===== src/rtl/core/csia_pkg.sv =====
// types and constants shared by the checked signed alu
`timescale 1ns / 1ps
package csia_pkg;
   typedef enum logic [2:0] {
      OP_ADD = 3'd0,
      OP_SUB = 3'd1,
      OP_MUL = 3'd2,
      OP_DIV = 3'd3,
      OP_REM = 3'd4
   } op_type;

   // control carried alongside the data through the cell row
   typedef struct packed {
      logic        valid;
      logic [2:0]  op;
      logic        err;
      logic        neg_q;
      logic        neg_r;
      logic [31:0] early;
   } ctl_type;
endpackage


===== src/rtl/core/csia_front.sv =====
// input register stage: add, subtract, multiply and divide setup
`timescale 1ns / 1ps
module csia_front import csia_pkg::*; (
   input  logic        clock,
   input  logic        reset,
   input  logic        advance,
   input  logic        in_valid,
   input  logic [2:0]  req_type,
   input  logic signed [31:0] operand_a,
   input  logic signed [31:0] operand_b,
   output ctl_type     ctl_out,
   output logic [31:0] quo_out,
   output logic [31:0] div_out
);
   logic signed [32:0] sum33, dif33;
   logic signed [63:0] prod;
   logic [31:0] mag_a, mag_b;
   logic        is_div;
   ctl_type     ctl_in, ctl_ff;
   logic        valid_ff;
   logic [31:0] quo_ff, div_ff;

   assign sum33 = {operand_a[31], operand_a} + {operand_b[31], operand_b};
   assign dif33 = {operand_a[31], operand_a} - {operand_b[31], operand_b};
   assign prod  = operand_a * operand_b;
   assign mag_a = operand_a[31] ? 32'(-operand_a) : operand_a;
   assign mag_b = operand_b[31] ? 32'(-operand_b) : operand_b;
   assign is_div = (req_type == OP_DIV) || (req_type == OP_REM);

   always_comb begin
      ctl_in       = '0;
      ctl_in.valid = in_valid;
      ctl_in.op    = req_type;
      ctl_in.neg_q = operand_a[31] ^ operand_b[31];
      ctl_in.neg_r = operand_a[31];
      case (req_type)
         OP_ADD: begin
            ctl_in.err   = sum33[32] != sum33[31];
            ctl_in.early = sum33[31:0];
         end
         OP_SUB: begin
            ctl_in.err   = dif33[32] != dif33[31];
            ctl_in.early = dif33[31:0];
         end
         OP_MUL: begin
            ctl_in.err   = prod[63:31] != {33{prod[31]}};
            ctl_in.early = prod[31:0];
         end
         OP_DIV, OP_REM: begin
            ctl_in.err = (operand_b == '0) ||
                         (operand_a == 32'sh8000_0000 && operand_b == -32'sd1);
         end
         default: ctl_in.err = 1'b1;
      endcase
   end

   always_ff @(posedge clock) begin
      if (reset) begin
         valid_ff <= 1'b0;
      end else if (advance) begin
         valid_ff <= in_valid;
      end
   end

   always_ff @(posedge clock) begin
      if (advance) begin
         ctl_ff <= ctl_in;
         quo_ff <= is_div ? mag_a : '0;
         div_ff <= is_div ? mag_b : 32'd1;
      end
   end

   always_comb begin
      ctl_out       = ctl_ff;
      ctl_out.valid = valid_ff;
   end
   assign quo_out = quo_ff;
   assign div_out = div_ff;
endmodule

===== config.mk =====
export PLATFORM = sky130hd
export DESIGN_NAME = csia_front
export DESIGN_NICKNAME = d
export VERILOG_FILES = /design/src/rtl/core/csia_pkg.sv /design/src/rtl/core/csia_front.sv
export SDC_FILE = /design/constraint.sdc
export NUM_CORES = 2
export LEC_CHECK = 0
export ABC_CLOCK_PERIOD_IN_PS = 25100
export BUFFER_PORTS_ARGS = -buffer_cell sky130_fd_sc_hd__buf_4
export CAP_MARGIN = 10
export CORE_MARGIN = 1.5
export CORE_UTILIZATION = 46
export CTS_CLUSTER_DIAMETER = 60
export DETAILED_ROUTE_END_ITERATION = 7
export REMOVE_ABC_BUFFERS = 1
export SKIP_CTS_REPAIR_TIMING = 1
export SYNTH_ARGS = -nofsm -noshare
export SYNTH_HDL_FRONTEND = slang
export SYNTH_SLANG_ARGS = --single-unit
export TNS_END_PERCENT = 30

===== constraint.sdc =====
create_clock -name clock -period 25.1 [get_ports clock]
set_input_delay 6.275 -clock clock [delete_from_list [all_inputs] [get_ports clock]]
set_output_delay 6.275 -clock clock [all_outputs]
set_load 0.01 [all_outputs]

; ---- Yosys cells after proc, flatten, opt, wreduce, memory -nomap -nowiden
; Index checks and enable logic that the tools add are counted.
[word_totals]
word_cells = 37
register_bits = 103
[op_classes]
n_reduce_logical = 8
bitwise = 1
mux = 4
n_eq_ne = 9
mul = 1
add_sub_neg = 4
[op_table]
columns = cell, n
row1 = 32-bit case mux with 3 select lines, 1
row2 = 32-bit by 32-bit multiplier with 64-bit output, 1
row3 = 32-bit negation, 2
row4 = 31-bit two-way mux, 2
row5 = 32-bit by 32-bit adder with 33-bit output, 1
row6 = 32-bit by 32-bit subtractor with 33-bit output, 1
row7 = 32-bit by 1-bit equality test with 1-bit output (second input constant), 1
row8 = 32-bit equality test (second input constant), 1
row9 = 32-bit logical NOT, 1
row10 = 32-bit inequality test, 1
row11 = 3-bit by 2-bit equality test with 1-bit output (second input constant), 2
row12 = 1-bit case mux with 4 select lines, 1
row13 = 2-bit AND reduction, 2
row14 = 3-bit by 1-bit equality test with 1-bit output (second input constant), 1
row15 = 3-bit equality test (second input constant), 1
row16 = 3-bit logical NOT, 1
row17 = 1-bit logical OR, 2
row18 = 1-bit inequality test, 2
row19 = 2-bit OR reduction, 1
row20 = 1-bit logical AND, 1
row21 = 1-bit XOR, 1

; ---- Depth between registers and ports, before layout
[logic_depth]
word_depth = 4
ltp_mapped = 31

; ---- Worst setup path before layout
; OpenSTA, ideal clock, no wires.
[synth_path]
kind = in2reg
startpoint = in operand_a[31]
endpoint = reg ctl_ff, in the netlist ctl_out[34], data pin
arrival_ns = 14.583
setup_ns = 0.265
slack_ns = 10.252
stages = 31
cell_sequence = clkbuf_1 -> clkbuf_1 -> buf_1 -> nand2_1 -> inv_1 -> fa_1 -> fa_1 -> inv_1 -> fa_1 -> inv_1 -> fa_1 -> inv_1 -> fa_1 -> fa_1 -> fa_1 -> fa_1 -> inv_1 -> ha_1 -> clkbuf_1 -> a21o_1 -> a21o_1 -> a21oi_1 -> nand3b_1 -> nor3_1 -> nand3_1 -> o211ai_1 -> xor2_1 -> a2111oi_0 -> o221ai_1 -> nor4_1 -> a21oi_1
[synth_rtl]
columns = item, line_no
row1 = "start, declared", csia_front.sv:9  ; input logic signed [31:0] operand_a,
row2 = "end signal, assigned", csia_front.sv:67  ; ctl_ff <= ctl_in;
row3 = "end, declared", csia_front.sv:19  ; ctl_type ctl_in, ctl_ff;

==> impl_metrics.sql <==
INSERT INTO impl_metrics (metric_group, metric, value, unit) VALUES
('outcome', 'run_status', 'complete, no violations', ''),
('yosys', 'synth_top_cell_area_share', '49.6', '%'),
('detailed_routing', 'vias_per_cell', '5.78', ''),
('min_path', 'min-delay-path-class', 'flip-flop to flip-flop', ''),
('place', 'port_buffers', '173', ''),
('sta', 'fmaxAchievable', '0.0608', 'GHz'),
('critical_path', 'reg2reg_depth', '2', ''),
('layout', 'diodes', '0', ''),
('critical_path', 'critPathLaunchType', 'primary input', ''),
('sta', 'final_max_slew_viol_count', '0', ''),
('sta', 'setup_repair_after_global_routing_missed_its_margin', 'false', ''),
('critical_path', 'regToRegEndpoint', 'valid_ff$_SDFFE_PP0P_', ''),
('layout', 'final_layout_size_suffix_gt1_share', '5.21', '%'),
('sta', 'layout_skew', '0', 'ps'),
('min_path', 'hold-path-endpoint', 'valid_ff$_SDFFE_PP0P_', ''),
('clocking', 'insertion_delay', '370', 'ps'),
('critical_path', 'cp_endpoint_kind', 'flip-flop', ''),
('sta', 'setup_viol_count_final', '0', ''),
('critical_path', 'crit_type', 'primary input to flip-flop', ''),
('yosys', 'synth.top_cells.by_area', 'sky130_fd_sc_hd__fa_1 (50%), sky130_fd_sc_hd__ha_1 (7.2%), sky130_fd_sc_hd__edfxtp_1 (7.0%)', ''),
('clocking', 'clock_pin_slew_on_the_worst_setup_and_hold_paths', '80', 'ps'),
('yosys', 'number_of_library_cell_types_mapped_by_synthesis', '83', ''),
('floorplanning', 'pin_count', '174', ''),
('sta', 'final_critical_path_setup_slack', '8670', 'ps'),
('yosys', 'mappedNetlistArea', '43700', 'µm²'),
('critical_path', 'critical_path.reg2reg.startpoint', 'valid_ff$_SDFFE_PP0P_', ''),
('sta', 'report.final.hold_viol_count', '0', ''),
('detailed_routing', 'totalWireLength', '151', 'mm'),
('global_route', 'via_count_of_the_first_global_routing_pass', '36741', ''),
('place', 'routability_congestion_estimate', '1.01', ''),
('min_path', 'worstHoldStart', 'valid_ff$_SDFFE_PP0P_', ''),
('floorplanning', 'placeableCoreArea', '93700', 'µm²'),
('layout', 'area.growth.synth_to_final', '5.33', '%'),
('yosys', 'yosys_warnings', '0', ''),
('clocking', 'tritoncts.num_buffers', '9', ''),
('yosys', 'async_flop_share', '0', '%'),
('clocking', 'clock_tree_from_tritoncts', 'done', ''),
('place', 'post-dp-hpwl', '116', 'mm'),
('clocking', 'cts_htree_levels', '3', ''),
('yosys', 'synth_edf_count', '102', ''),
('critical_path', 'ff2ff_setup_slack', '24510', 'ps'),
('floorplanning', 'die_height', '311', 'µm'),
('detailed_routing', 'final_antenna_net_count', '0', ''),
('detailed_routing', 'drt_drc', '0', ''),
('yosys', 'synth_top_cell_by_area', 'sky130_fd_sc_hd__fa_1', ''),
('global_route', 'pin_count_of_the_biggest_net_entering_global_routing', '65', ''),
('clocking', 'clk_path_buf_depth', '2', ''),
('floorplanning', 'die_w', '311', 'µm'),
('detailed_routing', 'post_drt_wl_per_cell', '25.8', 'µm'),
('floorplanning', 'start_util', '46.7', '%'),
('sta', 'slew_of_the_pin_with_the_lowest_slew_margin', '1160', 'ps'),
('run', 'maxCapViolCount', '0', ''),
('clocking', 'tritoncts_num_sinks', '103', ''),
('clocking', 'root_buffer', 'sky130_fd_sc_hd__clkbuf_16', ''),
('floorplanning', 'fp-row-count', '112', ''),
('min_path', 'hold-path-cell-count', '2', ''),
('sta', 'final_tns_setup', '0', 'ps'),
('yosys', 'sequential_element_share_of_the_synthesized_area', '7.05', '%'),
('yosys', 'synth_flop_cell', 'sky130_fd_sc_hd__edfxtp_1', ''),
('critical_path', 'worstPathMaxFanout', '33', ''),
('sta', 'final_period_minus_worst_setup_slack', '16430', 'ps'),
('layout', 'layout.filler_cells', '8867', ''),
('sta', 'fin_crit_sh', '65.5', '%'),
('global_route', 'globalRouteOverflowTotal', '0', ''),
('sta', 'slew-limit-headroom', '22.0', '%'),
('place', 'dp_slack', '8590', 'ps'),
('layout', 'nets', '6012', ''),
('detailed_routing', 'drt_first_iter_violations', '2932', ''),
('yosys', 'synth_instances', '4669', ''),
('detailed_routing', 'vias_after_detailed_routing', '33888', ''),
('yosys', 'synthesis.area_per_instance', '9.37', 'µm²'),
('global_route', 'grt_first_pass_wirelength', '233', 'mm'),
('detailed_routing', 'detailedRoute.firstPassIterationCount', '5', ''),
('global_route', 'grt_util_all_layers', '32.1', '%'),
('critical_path', 'cp.arrival', '16560', 'ps'),
('floorplanning', 'die_area', '96900', 'µm²'),
('yosys', 'yosys_register_bits', '103', ''),
('critical_path', 'worst-endpoint-required', '25220', 'ps'),
('global_route', 'antenna_found_initial', '2', '');
==> layout make-up <==
cell class | instances | area, µm² | share of cell area, %
clock buffers | 9 | 225 | 0.489
multi-input cells | 3492 | 36600 | 79.5
clock inverters | 7 | 66.3 | 0.144
flip-flops and latches | 103 | 3080 | 6.69
inverters | 798 | 3000 | 6.50
repair buffers | 201 | 1510 | 3.27
well taps | 1254 | 1570 | 3.41
==> cell usage after synthesis, types with 4 or more instances <==
library cell,number
sky130_fd_sc_hd__fa_1,1084
sky130_fd_sc_hd__inv_1,794
sky130_fd_sc_hd__nand2_1,652
sky130_fd_sc_hd__and2_1,361
sky130_fd_sc_hd__clkbuf_1,264
sky130_fd_sc_hd__ha_1,252
sky130_fd_sc_hd__nor2_1,248
sky130_fd_sc_hd__a21oi_1,135
sky130_fd_sc_hd__o21ai_0,103
sky130_fd_sc_hd__edfxtp_1,102
sky130_fd_sc_hd__xnor2_1,91
sky130_fd_sc_hd__xor2_1,57
sky130_fd_sc_hd__nand2b_1,44
sky130_fd_sc_hd__nor3_1,41
sky130_fd_sc_hd__a21o_1,39
sky130_fd_sc_hd__o31ai_1,34
sky130_fd_sc_hd__o22ai_1,32
sky130_fd_sc_hd__nand3_1,28
sky130_fd_sc_hd__nand4_1,23
sky130_fd_sc_hd__a211oi_1,19
sky130_fd_sc_hd__o21a_1,18
sky130_fd_sc_hd__or3_1,18
sky130_fd_sc_hd__mux2i_1,16
sky130_fd_sc_hd__nor4_1,16
sky130_fd_sc_hd__o21bai_1,14
sky130_fd_sc_hd__a31oi_1,13
sky130_fd_sc_hd__o211ai_1,13
sky130_fd_sc_hd__or2_2,10
sky130_fd_sc_hd__nor2b_1,8
sky130_fd_sc_hd__or4_1,7
sky130_fd_sc_hd__a211o_1,6
sky130_fd_sc_hd__and3_1,6
sky130_fd_sc_hd__buf_2,6
sky130_fd_sc_hd__o2111ai_1,6
sky130_fd_sc_hd__o41ai_1,6
sky130_fd_sc_hd__buf_1,5
sky130_fd_sc_hd__nand3b_1,5
sky130_fd_sc_hd__o211a_1,5
sky130_fd_sc_hd__o221ai_1,5
sky130_fd_sc_hd__a2111oi_0,4
sky130_fd_sc_hd__a22oi_1,4
sky130_fd_sc_hd__a311oi_1,4
sky130_fd_sc_hd__clkinv_1,4
==> registers in the layout, indices dropped and copies added, names as in the netlist <==
name,cells
div_out,32
quo_out,32
valid_ff,1
ctl_out,38
==> kinds of logic after synthesis <==
group | Yosys count | synth area share [%]
muxes | 19 | 0.443
AOI/OAI and AO/OA | 503 | 7.41
DFF | 103 | 7.05
buffers and inverters | 1074 | 9.24
and+or+nand+nor | 1486 | 16.1
adders and majority gates | 1336 | 56.8
xor gates and xnor gates | 148 | 2.96
==> worst max-delay path, stage by stage <==
cell	delay [ps]
sky130_fd_sc_hd__buf_4	430
sky130_fd_sc_hd__clkinv_1	650
sky130_fd_sc_hd__nor2_1	750
sky130_fd_sc_hd__fa_1	510
sky130_fd_sc_hd__inv_1	80
sky130_fd_sc_hd__fa_1	440
sky130_fd_sc_hd__fa_1	560
sky130_fd_sc_hd__fa_1	440
sky130_fd_sc_hd__fa_1	500
sky130_fd_sc_hd__fa_1	580
sky130_fd_sc_hd__fa_1	460
sky130_fd_sc_hd__fa_1	500
sky130_fd_sc_hd__inv_1	40
sky130_fd_sc_hd__ha_1	490
sky130_fd_sc_hd__nand2_1	250
sky130_fd_sc_hd__o21ai_0	510
sky130_fd_sc_hd__a211oi_1	200
sky130_fd_sc_hd__o221ai_1	460
sky130_fd_sc_hd__a22oi_1	230
sky130_fd_sc_hd__a311oi_1	550
sky130_fd_sc_hd__nor3_1	100
sky130_fd_sc_hd__nor2_1	340
sky130_fd_sc_hd__and4_1	250
sky130_fd_sc_hd__mux2i_1	70
sky130_fd_sc_hd__nor4_1	430
sky130_fd_sc_hd__buf_2	270
sky130_fd_sc_hd__a21oi_1	80
==> per-layer routing <==
| layer | global-route usage (%) | up-vias | wire (µm) |
|---|---|---|---|
| met3 | 5.79 | 359 | 13000 |
| li1 | - | 14174 | - |
| met5 | 0 | - | 8 |
| met1 | 41.1 | 17723 | 57600 |
| met4 | 16.5 | 2 | 9550 |
| met2 | 52.3 | 1630 | 71000 |
==> how the worst max path moves through the flow <==
stage / start / endpoint / slack, ps / cells past startpoint
2_1_floorplan: operand_a[31] / ctl_out[34]$_DFFE_PP_ / 10870 / 27
3_5_place_dp: operand_b[5] / ctl_out[34]$_DFFE_PP_ / 8590 / 27
6_report: operand_b[5] / ctl_out[34]$_DFFE_PP_ / 8670 / 27
5_1_grt: operand_b[7] / ctl_out[34]$_DFFE_PP_ / 8430 / 29
3_3_place_gp: operand_b[7] / ctl_out[34]$_DFFE_PP_ / 8030 / 27
4_1_cts: operand_b[5] / ctl_out[34]$_DFFE_PP_ / 8950 / 27
==> stage by stage <==
step	hold WS (ps)	utilization [%]	cells	cell area [µm²]
6_report	521	49.1	5864	46100
5_1_grt	539	49.1	5864	46100
4_1_cts	515	49.1	5864	46100
3_5_place_dp	494	48.8	5848	45800
3_3_place_gp	474	48.8	5847	45800
2_1_floorplan	528	-	4393	42700
==> layout by cell type (no fill, tap or decap), types with 23 or more instances in the layout <==
| master | synthesis | layout |
|---|---|---|
| sky130_fd_sc_hd__a21oi_1 | 135 | 134 |
| sky130_fd_sc_hd__edfxtp_1 | 102 | 102 |
| sky130_fd_sc_hd__nand2b_1 | 44 | 44 |
| sky130_fd_sc_hd__nand3_1 | 28 | 28 |
| sky130_fd_sc_hd__nor2_1 | 248 | 248 |
| sky130_fd_sc_hd__nand2_1 | 652 | 652 |
| sky130_fd_sc_hd__o22ai_1 | 32 | 32 |
| sky130_fd_sc_hd__fa_1 | 1084 | 1084 |
| sky130_fd_sc_hd__xnor2_1 | 91 | 91 |
| sky130_fd_sc_hd__xor2_1 | 57 | 57 |
| sky130_fd_sc_hd__o21ai_0 | 103 | 101 |
| sky130_fd_sc_hd__nand4_1 | 23 | 23 |
| sky130_fd_sc_hd__buf_4 | 1 | 200 |
| sky130_fd_sc_hd__nor3_1 | 41 | 41 |
| sky130_fd_sc_hd__and2_1 | 361 | 361 |
| sky130_fd_sc_hd__inv_1 | 794 | 794 |
| sky130_fd_sc_hd__a21o_1 | 39 | 39 |
| sky130_fd_sc_hd__ha_1 | 252 | 252 |
| sky130_fd_sc_hd__o31ai_1 | 34 | 34 |
Power is not shown: default switching activity piles up to over one toggle a cycle in this logic, so the estimate is an artifact.
