<file path="src/rtl/core/csia_pkg.sv">
// types and constants shared by the checked signed alu
`timescale 1ns / 1ps
package csia_pkg;
   typedef enum logic [2:0] {
      OP_ADD = 3'd0,
      OP_SUB = 3'd1,
      OP_MUL = 3'd2,
      OP_DIV = 3'd3,
      OP_REM = 3'd4
   } op_type;

   // control carried alongside the data through the cell row
   typedef struct packed {
      logic        valid;
      logic [2:0]  op;
      logic        err;
      logic        neg_q;
      logic        neg_r;
      logic [31:0] early;
   } ctl_type;
endpackage

</file>
<file path="src/rtl/core/csia_cell.sv">
// one restoring divide step cell with its control pipeline register
`timescale 1ns / 1ps
module csia_cell import csia_pkg::*; (
   input  logic        clock,
   input  logic        reset,
   input  logic        advance,
   input  ctl_type     ctl_in,
   input  logic [31:0] rem_in,
   input  logic [31:0] quo_in,
   input  logic [31:0] div_in,
   output ctl_type     ctl_out,
   output logic [31:0] rem_out,
   output logic [31:0] quo_out,
   output logic [31:0] div_out
);
   logic [32:0] shifted;
   logic [32:0] diff;
   logic        ge;
   logic        valid_ff;
   ctl_type     ctl_ff;
   logic [31:0] rem_ff, quo_ff, div_ff;

   assign shifted = {rem_in, quo_in[31]};
   assign diff    = shifted - {1'b0, div_in};
   assign ge      = !diff[32];

   always_ff @(posedge clock) begin
      if (reset) begin
         valid_ff <= 1'b0;
      end else if (advance) begin
         valid_ff <= ctl_in.valid;
      end
   end

   always_ff @(posedge clock) begin
      if (advance) begin
         ctl_ff <= ctl_in;
         rem_ff <= ge ? diff[31:0] : shifted[31:0];
         quo_ff <= {quo_in[30:0], ge};
         div_ff <= div_in;
      end
   end

   always_comb begin
      ctl_out       = ctl_ff;
      ctl_out.valid = valid_ff;
   end
   assign rem_out = rem_ff;
   assign quo_out = quo_ff;
   assign div_out = div_ff;
endmodule

</file>
<file path="config.mk">
export PLATFORM = sky130hd
export DESIGN_NAME = csia_cell
export DESIGN_NICKNAME = d
export VERILOG_FILES = /design/src/rtl/core/csia_pkg.sv /design/src/rtl/core/csia_cell.sv
export SDC_FILE = /design/constraint.sdc
export NUM_CORES = 1
export LEC_CHECK = 0
export BUFFER_PORTS_ARGS = -buffer_cell sky130_fd_sc_hd__buf_2
export CAP_MARGIN = 20
export CORE_MARGIN = 2
export CORE_UTILIZATION = 45
export CTS_BUF_LIST = sky130_fd_sc_hd__clkbuf_4
export DETAILED_ROUTE_END_ITERATION = 7
export GPL_TIMING_DRIVEN = 1
export PLACE_DENSITY = 0.76
export SYNTH_ARGS = -nofsm -noshare
export SYNTH_HDL_FRONTEND = slang
export SYNTH_SLANG_ARGS = --single-unit
export TNS_END_PERCENT = 1
</file>
<file path="constraint.sdc">
create_clock -name clock -period 6.5 [get_ports clock]
set_clock_uncertainty 0.1 [all_clocks]
set_input_delay 0.65 -clock clock [delete_from_list [all_inputs] [get_ports clock]]
set_output_delay 0.65 -clock clock [all_outputs]
set_load 0.01 [all_outputs]
</file>
* Yosys cells after proc, flatten, opt, wreduce, memory -nomap -nowiden
Cells that the tools add are included.
W data, S select, Z words.
** Storage, ports and cells
- Flip-flop bits (word level) :: 135
- Bits of input ports :: 138
- Word-level logic and storage cells :: 12
- Output and inout bits :: 135
** Cells by class
- Reductions and logical operators :: 1
- Multiplexer cells :: 1
- Add/sub/neg operators :: 1
** Operators with widths (count)
- $sub A33 B32 Y33 :: 1
- $mux W32 :: 1
- $logic_not A1 Y1 :: 1

* Depth between registers and ports, before layout
Gate-level depths: netlist of run 1.
- Depth in word-level cells :: 2
- Depth in mapped cells :: 12
- Gate-level depth less buffers :: 11

* Least setup slack after synthesis of run 1
Ideal clock, no wire load.
- Path kind :: input to register
- From :: in quo_in[31]
- To :: reg rem_ff[10], in the netlist rem_out[10] (data pin)
- Slack :: 3.216 ns
- Stages :: 12
- Data arrival time :: 2.924 ns
- Library setup time :: 0.260 ns
- Path through :: inv_1 > ha_1 > fa_1 > nand2b_1 > a21oi_1 > o211ai_1 > a21oi_1 > o31a_2 > mux2i_1 > nor2_2 > buf_6 > mux2_4
** On the way
- Word-level cells in the longest chain between the ends :: 2
** RTL lines
- start, declared :: RTL line csia_cell.sv:9 : input logic [31:0] quo_in,
- $sub A33 B32 Y33 :: RTL line csia_cell.sv:24 : assign diff = shifted - {1'b0, div_in};
- $mux W32 :: RTL line csia_cell.sv:38 : rem_ff <= ge ? diff[31:0] : shifted[31:0];
- end signal, assigned :: RTL line csia_cell.sv:38
- end, declared :: RTL line csia_cell.sv:21 : logic [31:0] rem_ff, quo_ff, div_ff;
Every way passes these cells.
A chain may end at the register's enable or synchronous reset.

* Worst setup path after layout of run 1
- From :: in quo_in[31]
- To :: reg rem_ff[2], in the netlist rem_out[2] (data pin)
Same word-level chain as after synthesis.

==> results of run 1 <==
## stage by stage
step / utilization / cell area [sq um] / instances / hold WS [ns]
after floorplan: - / 6553 / 482 / 0.3617
after global placement: 0.5634 / 8095 / 928 / 0.3769
after detailed placement: 0.5634 / 8095 / 928 / 0.4054
after CTS: 0.5826 / 8371 / 960 / 0.1014
after global routing: 0.5827 / 8373 / 961 / 0.09183
final: 0.5827 / 8373 / 961 / 0.1647
## cell type report
| type | instances | area [sq um] |
|---|---|---|
| Antenna cell | 1 | 2.502 |
| Clock inverter | 14 | 140.1 |
| Inverter | 38 | 142.6 |
| Timing Repair Buffer | 274 | 1383 |
| Tap cell | 184 | 230.2 |
| Sequential cell | 135 | 4044 |
| Clock buffer | 18 | 135.1 |
| Multi-Input combinational cell | 297 | 2296 |
| Fill cell | 1182 | 5996 |
## cells in the mapped netlist, types with 6 or more instances
master / number / area, sq um
edfxtp_1: 134 / 4024
a21oi_1: 38 / 190.2
inv_1: 38 / 142.6
ha_1: 32 / 400.4
nand2_1: 27 / 101.4
mux2_4: 25 / 375.4
nor2_1: 19 / 71.32
a21o_1: 18 / 135.1
o21ai_0: 17 / 85.08
xnor2_1: 13 / 113.9
nand3_1: 10 / 50.05
xor2_1: 10 / 87.58
nand2b_1: 8 / 50.05
mux2i_1: 6 / 60.06
nand4_1: 6 / 37.54
o211ai_1: 6 / 45.04
## worst paths after layout
path / to / slack (ns) / depth (start not counted)
max: rem_out[2]$_DFFE_PP_ / 2.89 / 13
min: valid_ff$_SDFFE_PP0P_ / 0.16 / 2
max reg2reg: valid_ff$_SDFFE_PP0P_ / 5.79 / 2
min reg2reg: valid_ff$_SDFFE_PP0P_ / 0.43 / 2
## layout by cell type, fill, tap and decap left out, types with 8 or more instances in the layout
| cell | instances |
|---|---|
| a21oi_1 | 38 |
| nand3_1 | 10 |
| a21o_1 | 18 |
| buf_2 | 271 |
| xor2_1 | 10 |
| xnor2_1 | 13 |
| clkbuf_4 | 18 |
| nor2_1 | 19 |
| o21ai_0 | 17 |
| mux2_4 | 25 |
| inv_1 | 38 |
| nand2b_1 | 8 |
| ha_1 | 32 |
| edfxtp_1 | 134 |
| nand2_1 | 27 |
## sequential cells by signal (all words and copies together) (netlist names)
name,count
rem_out,32
quo_out,32
ctl_out,38
div_out,32
valid_ff,1
## cells by family after synthesis
group | after synthesis
flip-flops | 135
AO/OA/AOI/OAI | 107
AND/OR/NAND/NOR | 100
buffers and inverters | 50
multiplexers | 34
adder cells (fa/ha/maj) | 33
XOR/XNOR | 23
## critical path: stages
cell and delay, ns:
buf_2 0.08, inv_1 0.04, ha_1 0.22, fa_1 0.41, nand2b_1 0.18, a21oi_1 0.23, o211ai_1 0.16, a21oi_1 0.19
o31a_2 0.19, mux2i_1 0.11, nor2_4 0.48, buf_4 0.45, mux2_2 0.38
## metal layers
metal	up-vias	global-route usage
met3	34	0.05928
li1	2376	-
met4	0	0.09055
met1	2275	0.2466
met2	189	0.3600
met5	-	0
## power by group through the flow
stage | Clock [mW] | Sequential [mW] | Combinational [mW]
2_1_floorplan | 0 | 1.15 | 0.245
3_3_place_gp | 0 | 1.10 | 0.479
3_5_place_dp | 0 | 1.10 | 0.488
4_1_cts | 0.561 | 1.08 | 0.491
5_1_grt | 0.597 | 1.09 | 0.528
6_report | 0.540 | 1.08 | 0.487
==> impl_metrics.tcl, run 1 <==
set metrics [dict create \
    crit_path_start "quo_in[31]" \
    synth_top_family_by_area "compound AO/OA/AOI/OAI gates" \
    power_mw 2.106 \
    combPwrFrac 0.231 \
    wl_per_cell_um 17.24 \
    routed_wl_um 16570 \
    crit_arrival_ns 3.81 \
    endpoint_kind "register" \
    critPathMaxFanout 20 \
    cts_setup_buffers 0 \
    p_leak_nw 3.829 \
    cts_tree "done" \
    post-route-period-util 0.5549 \
    yosys.area_share.simple 0.07867 \
    outcome "finished clean" \
    pwr-share-clk 0.256 \
    synth_edf_count 134 \
    synth_seq_cells 135 \
    p_sw_frac 0.2938 \
    synthesis.area_sq_mm 0.006553 \
    drt-pass1-iter-count 4 \
    track_usage 0.2099 \
    route.met2.wl_um 8477 \
    p_int_mw 1.487 \
    cts_hold_buf 0 \
    routabilityCongestion 0.8586 \
    drv_cap 0 \
    cts.reportedPaths.clkPinSlew_ns 0.12 \
    die_w_um 124.7 \
    synthMuxAreaShare 0.07161 \
    antenna_found_initial 1 \
    met1Wirelength_um 6698 \
    layout-drive-gt1-share 0.4394 \
    clk_path_buf_depth 2 \
    p_per_area_mw_per_mm2 251.5 \
    period_minus_slack_ns 3.607 \
    tightest_slew_ns 1.009 \
    vias 4874 \
    fin_nets 934 \
    finalHoldViolations 0 \
    grt_max_degree 81 \
    synthAdderAreaFrac 0.06416 \
    required_ns 6.70 \
    grt_setup_unrepaired "false" \
    insertion_delay_ns 0.53 \
    clock.fmax_mhz 277.2 \
    fp.dieH_um 124.7 \
    core_sq_mm 0.01437 \
    clock_sinks 135 \
    pre_cts_ws_ns 2.318 \
    cts-root-buf "clkbuf_4" \
    highest-signal-layer "met4" \
    synthXorXnorAreaFrac 0.03074 \
    crit_type "in -> reg" \
    setup_violations 0 \
    syn_to_final_growth_pct 27.78 \
    async_reset_ff_frac 0 \
    dieArea_sq_mm 0.01554 \
    netSwitchingPower_mw 0.6188 \
    hold_class "in -> reg" \
    hpwl_um 12820 \
    drt_iter0_drc 325 \
    cts_resized 0 \
    slew_headroom 0.3272 \
    synth_nets 653 \
    grt-ovfl-total 0 \
    fp-row-count 44 \
    ir_worst_vdd_uv 103.6 \
    synth.avg_cell_area_sq_um 13.59 \
    grt_pass1_wl_um 25360 \
    drcViolationCount 0 \
    p_seq_frac 0.512 \
    cp-start-kind "input pin" \
    synthCells 482 \
    ys.flop_type "edfxtp_1" \
    vias_per_cell 5.072 \
    seq_area_frac_synth 0.6171 \
    r2r-start "valid_ff$_SDFFE_PP0P_" \
    synth_compound_area_frac 0.1044 \
    met3_length_um 962 \
    slew_violations 0 \
    port_buffers 272 \
    fin_setup_tns_ns 0 \
    ant_nets 0 \
    numCtsBuffers 17 \
    ctsHtreeMaxLevel 4 \
    io_pins 273 \
    grt_pass1_vias 4886 \
    ys_types 51 \
    setup_ws_ns 2.893 \
    start_util 0.4560 \
    yosysWarningCount 0 \
    worstHoldStart "reset" \
]
Note: power is estimated with default switching activity, not from simulation.
==> inputs of run 2 (changes only) <==
Settings changed: ABC_AREA from default to 1, PLACE_DENSITY 0.76 to 0.77.
Clock period 6.5 ns to 3 ns, I/O delays scaled along.
==> run 2 against run 1 <==
Effect of this change:
- first-iteration DRC count up 34%
- synthesized cell count up 70%
- register-to-register slack worse by 4.1 ns
- hold slack worse by 0.0097 ns
- cell count is 53% higher
- via count up 41%
- critical path depth increased by 3
- critical path type unchanged
- largest cell class unchanged
- highest routed layer unchanged
==> impl_metrics.tcl, run 2 <==
set metrics [dict create \
    crit_top_cell "nand2_1" \
    setup_violations 0 \
    final_cell_mix "313 x nand2_1, 271 x buf_2, 151 x inv_1" \
    io_pins 273 \
    crit_end "rem_out[21]$_DFFE_PP_" \
    fp-row-count 46 \
    ys_top_cells_by_area "edfxtp_1 55%, nand2_1 16%, inv_1 7.7%, ha_1 5.5%, nand2_2 2.1%" \
    grt-ovfl-total 0 \
    grt_pass1_wl_um 34870 \
    yosysMostFrequentCell "nand2_1" \
    start_util 0.4613 \
    fin_nets 1410 \
    ant_nets 0 \
    wl_per_cell_um 15.10 \
    post-route-period-util 0.8804 \
    worst_path_max_delay_cell "dlygate4sd3_1" \
    clock.fmax_mhz 378.6 \
    core_sq_mm 0.01589 \
    grt_setup_unrepaired "false" \
    ys_types 33 \
    r2r-start "valid_ff$_SDFFE_PP0P_" \
    finalHoldViolations 0 \
    p_int_mw 3.167 \
    synthCells 818 \
    synth_edf_count 134 \
    outcome "finished clean" \
    track_usage 0.2566 \
    fin_setup_tns_ns 0 \
    synthMuxAreaShare 0.001366 \
    seq_area_frac_synth 0.5518 \
    die_w_um 131.6 \
    cp-start-kind "input pin" \
    synth_compound_area_frac 0.02698 \
    ctsHtreeMaxLevel 4 \
    p_seq_frac 0.493 \
    cp_top_family "simple AND/OR/NAND/NOR gates" \
    pwr-share-clk 0.241 \
    final_common_cell "nand2_1" \
    crit_chain "dlygate4sd3_1 -> buf_2 -> ha_1 -> fa_1 -> inv_1 -> nand2_1 -> nand2_1 -> nand3_1 -> nand2_2 -> nand2_2 -> nand2_2 -> nand2_4 -> nand3_1 -> nand2_4 -> nand2_1 -> nand2_1" \
    fp.dieH_um 131.6 \
    synthAdderAreaFrac 0.05737 \
    cts.reportedPaths.clkPinSlew_ns 0.14 \
    yosys.area.top_type "edfxtp_1" \
    yosys.area_share.simple 0.2522 \
    synth_nets 989 \
    final_util 0.6630 \
    place_inst 1301 \
    async_reset_ff_frac 0 \
    synth_common_cells "313 x nand2_1, 151 x inv_1, 134 x edfxtp_1" \
    slew_headroom 0.5631 \
    synthXorXnorAreaFrac 0.01793 \
    instances_no_fill 1468 \
    dieArea_sq_mm 0.01732 \
    drv_cap 0 \
    grt_pass1_vias 6642 \
    p_leak_nw 5.426 \
    endpoint_kind "register" \
    critPathMaxFanout 32 \
    largest_register_ffs 38 \
    clk_path_buf_depth 2 \
    slew_violations 0 \
    p_sw_frac 0.3317 \
    hold_class "in -> reg" \
    synth_top_family_by_area "simple AND/OR/NAND/NOR gates" \
    crit_arrival_ns 2.84 \
    p_per_area_mw_per_mm2 450.0 \
    period_minus_slack_ns 2.641 \
    reg2regPathDepth 3 \
    insertion_delay_ns 0.53 \
    r2r_end "valid_ff$_SDFFE_PP0P_" \
    drt_iter0_drc 437 \
    cts_tree "done" \
    crit_cells 16 \
    routabilityCongestion 0.9133 \
    synth.avg_cell_area_sq_um 8.959 \
    hpwl_um 15450 \
    cts-root-buf "clkbuf_4" \
    yosysWarningCount 0 \
    routed_wl_um 22170 \
    cts_resized 0 \
    reg2reg_slack_ns 1.68 \
    antenna_found_initial 0 \
    crit_type "in -> reg" \
    crit_path_start "div_in[0]" \
    ir_worst_vdd_uv 253.9 \
    layout-drive-gt1-share 0.2756 \
    numCtsBuffers 17 \
    drcViolationCount 0 \
    grt_max_degree 68 \
    yosysTopAreaCellShare 0.5491 \
    cp_slowest_stage_delay_ns 0.54 \
    netSwitchingPower_mw 1.572 \
    ys.flop_type "edfxtp_1" \
    synthesis.area_sq_mm 0.007328 \
    crit_buf_inv 3 \
    required_ns 3.20 \
    vias_per_cell 4.686 \
    port_buffers 272 \
    tightest_slew_ns 0.6554 \
    syn_to_final_growth_pct 43.73 \
    synth_seq_cells 135 \
    vias 6879 \
    antennaDiodeCount 0 \
    combPwrFrac 0.266 \
    drt-pass1-iter-count 5 \
    clock_sinks 135 \
]
run 2: changes by cell type in the layout (fill, tap and decap cells not counted), sizes merged, moves of 6 or more:
cell         previous run  this run
nand2                  27       343
dlygate4sd3             0       135
inv                    44       164
mux2                   28         0
nand3                  10        31
nor2                   20        40
a21o                   18         0
o21ai                  18         0
a21oi                  39        26
xnor2                  13         1
nand2b                  8         0
o211ai                  6         0
run 2: what timing repair did:
action / in CTS / in global routing
hold buffers: 135 / 0
hold endpoints to repair: 134 / 0
setup buffers: 0 / 0
run 2: power groups by stage:
| stage | registers (mW) | clock network [mW] | logic, mW |
|---|---|---|---|
| 2_1_floorplan | 2.48 | 0 | 0.560 |
| 3_3_place_gp | 2.37 | 0 | 1.08 |
| 3_5_place_dp | 2.37 | 0 | 1.11 |
| 4_1_cts | 2.33 | 1.17 | 1.25 |
| 5_1_grt | 2.35 | 1.23 | 1.39 |
| 6_report | 2.34 | 1.14 | 1.26 |
run 2: kinds of logic (layout without fill, tap and decap cells):
family	Yosys count	after routing
DFF	135	135
adders and majority gates	33	33
and+or+nand+nor	437	437
buffers and inverters	164	598
muxes	1	1
xor gates and xnor gates	15	15
AOI/OAI and AO/OA	33	33
run 2: how the worst min path moves through the flow:
stage | cells past startpoint | end | startpoint
final | 1 | quo_out[0]$_DFFE_PP_ | advance
after global routing | 1 | quo_out[0]$_DFFE_PP_ | advance
after CTS | 1 | rem_out[30]$_DFFE_PP_ | advance
after detailed placement | 2 | valid_ff$_SDFFE_PP0P_ | reset
after global placement | 2 | valid_ff$_SDFFE_PP0P_ | reset
after floorplan | 1 | valid_ff$_SDFFE_PP0P_ | reset
run 2: layer usage:
metal / share of wire / track usage / vias to the layer above / wire, um
li1: - / - / 3421 / -
met1: 0.39 / 0.2986 / 3145 / 8751
met2: 0.52 / 0.4727 / 277 / 11580
met3: 0.058 / 0.05671 / 36 / 1295
met4: 0.024 / 0.07307 / 0 / 535
met5: 0 / 0 / - / 0
run 2: layout make-up:
| cell class | instances | area, sq um |
|---|---|---|
| clock buffer | 17 | 127.6 |
| inverter | 157 | 589.3 |
| tap | 216 | 270.3 |
| sequential | 135 | 4044 |
| clock inverter | 15 | 135.1 |
| multi-input combinational | 519 | 2608 |
| fill | 1293 | 5353 |
| timing repair buffer | 409 | 2759 |
run 2: through the flow:
step / total power [mW] / instance area [sq um] / setup slack, ns / hold slack, ns
2_1_floorplan: 3.038 / 7328 / 0.7456 / 0.2724
3_3_place_gp: 3.452 / 8919 / 0.4537 / 0.3587
3_5_place_dp: 3.477 / 8919 / 0.3070 / 0.3585
4_1_cts: 4.751 / 10530 / 0.3707 / 0.1474
5_1_grt: 4.972 / 10530 / 0.1331 / 0.1572
6_report: 4.739 / 10530 / 0.3587 / 0.1550
run 2: worst register-to-register path, cell delays in order, from the launching register on:
cell and delay (ns):
dfxtp_1 0.34, mux2i_1 0.16, nor2_1 0.06, dlygate4sd3_1 0.56
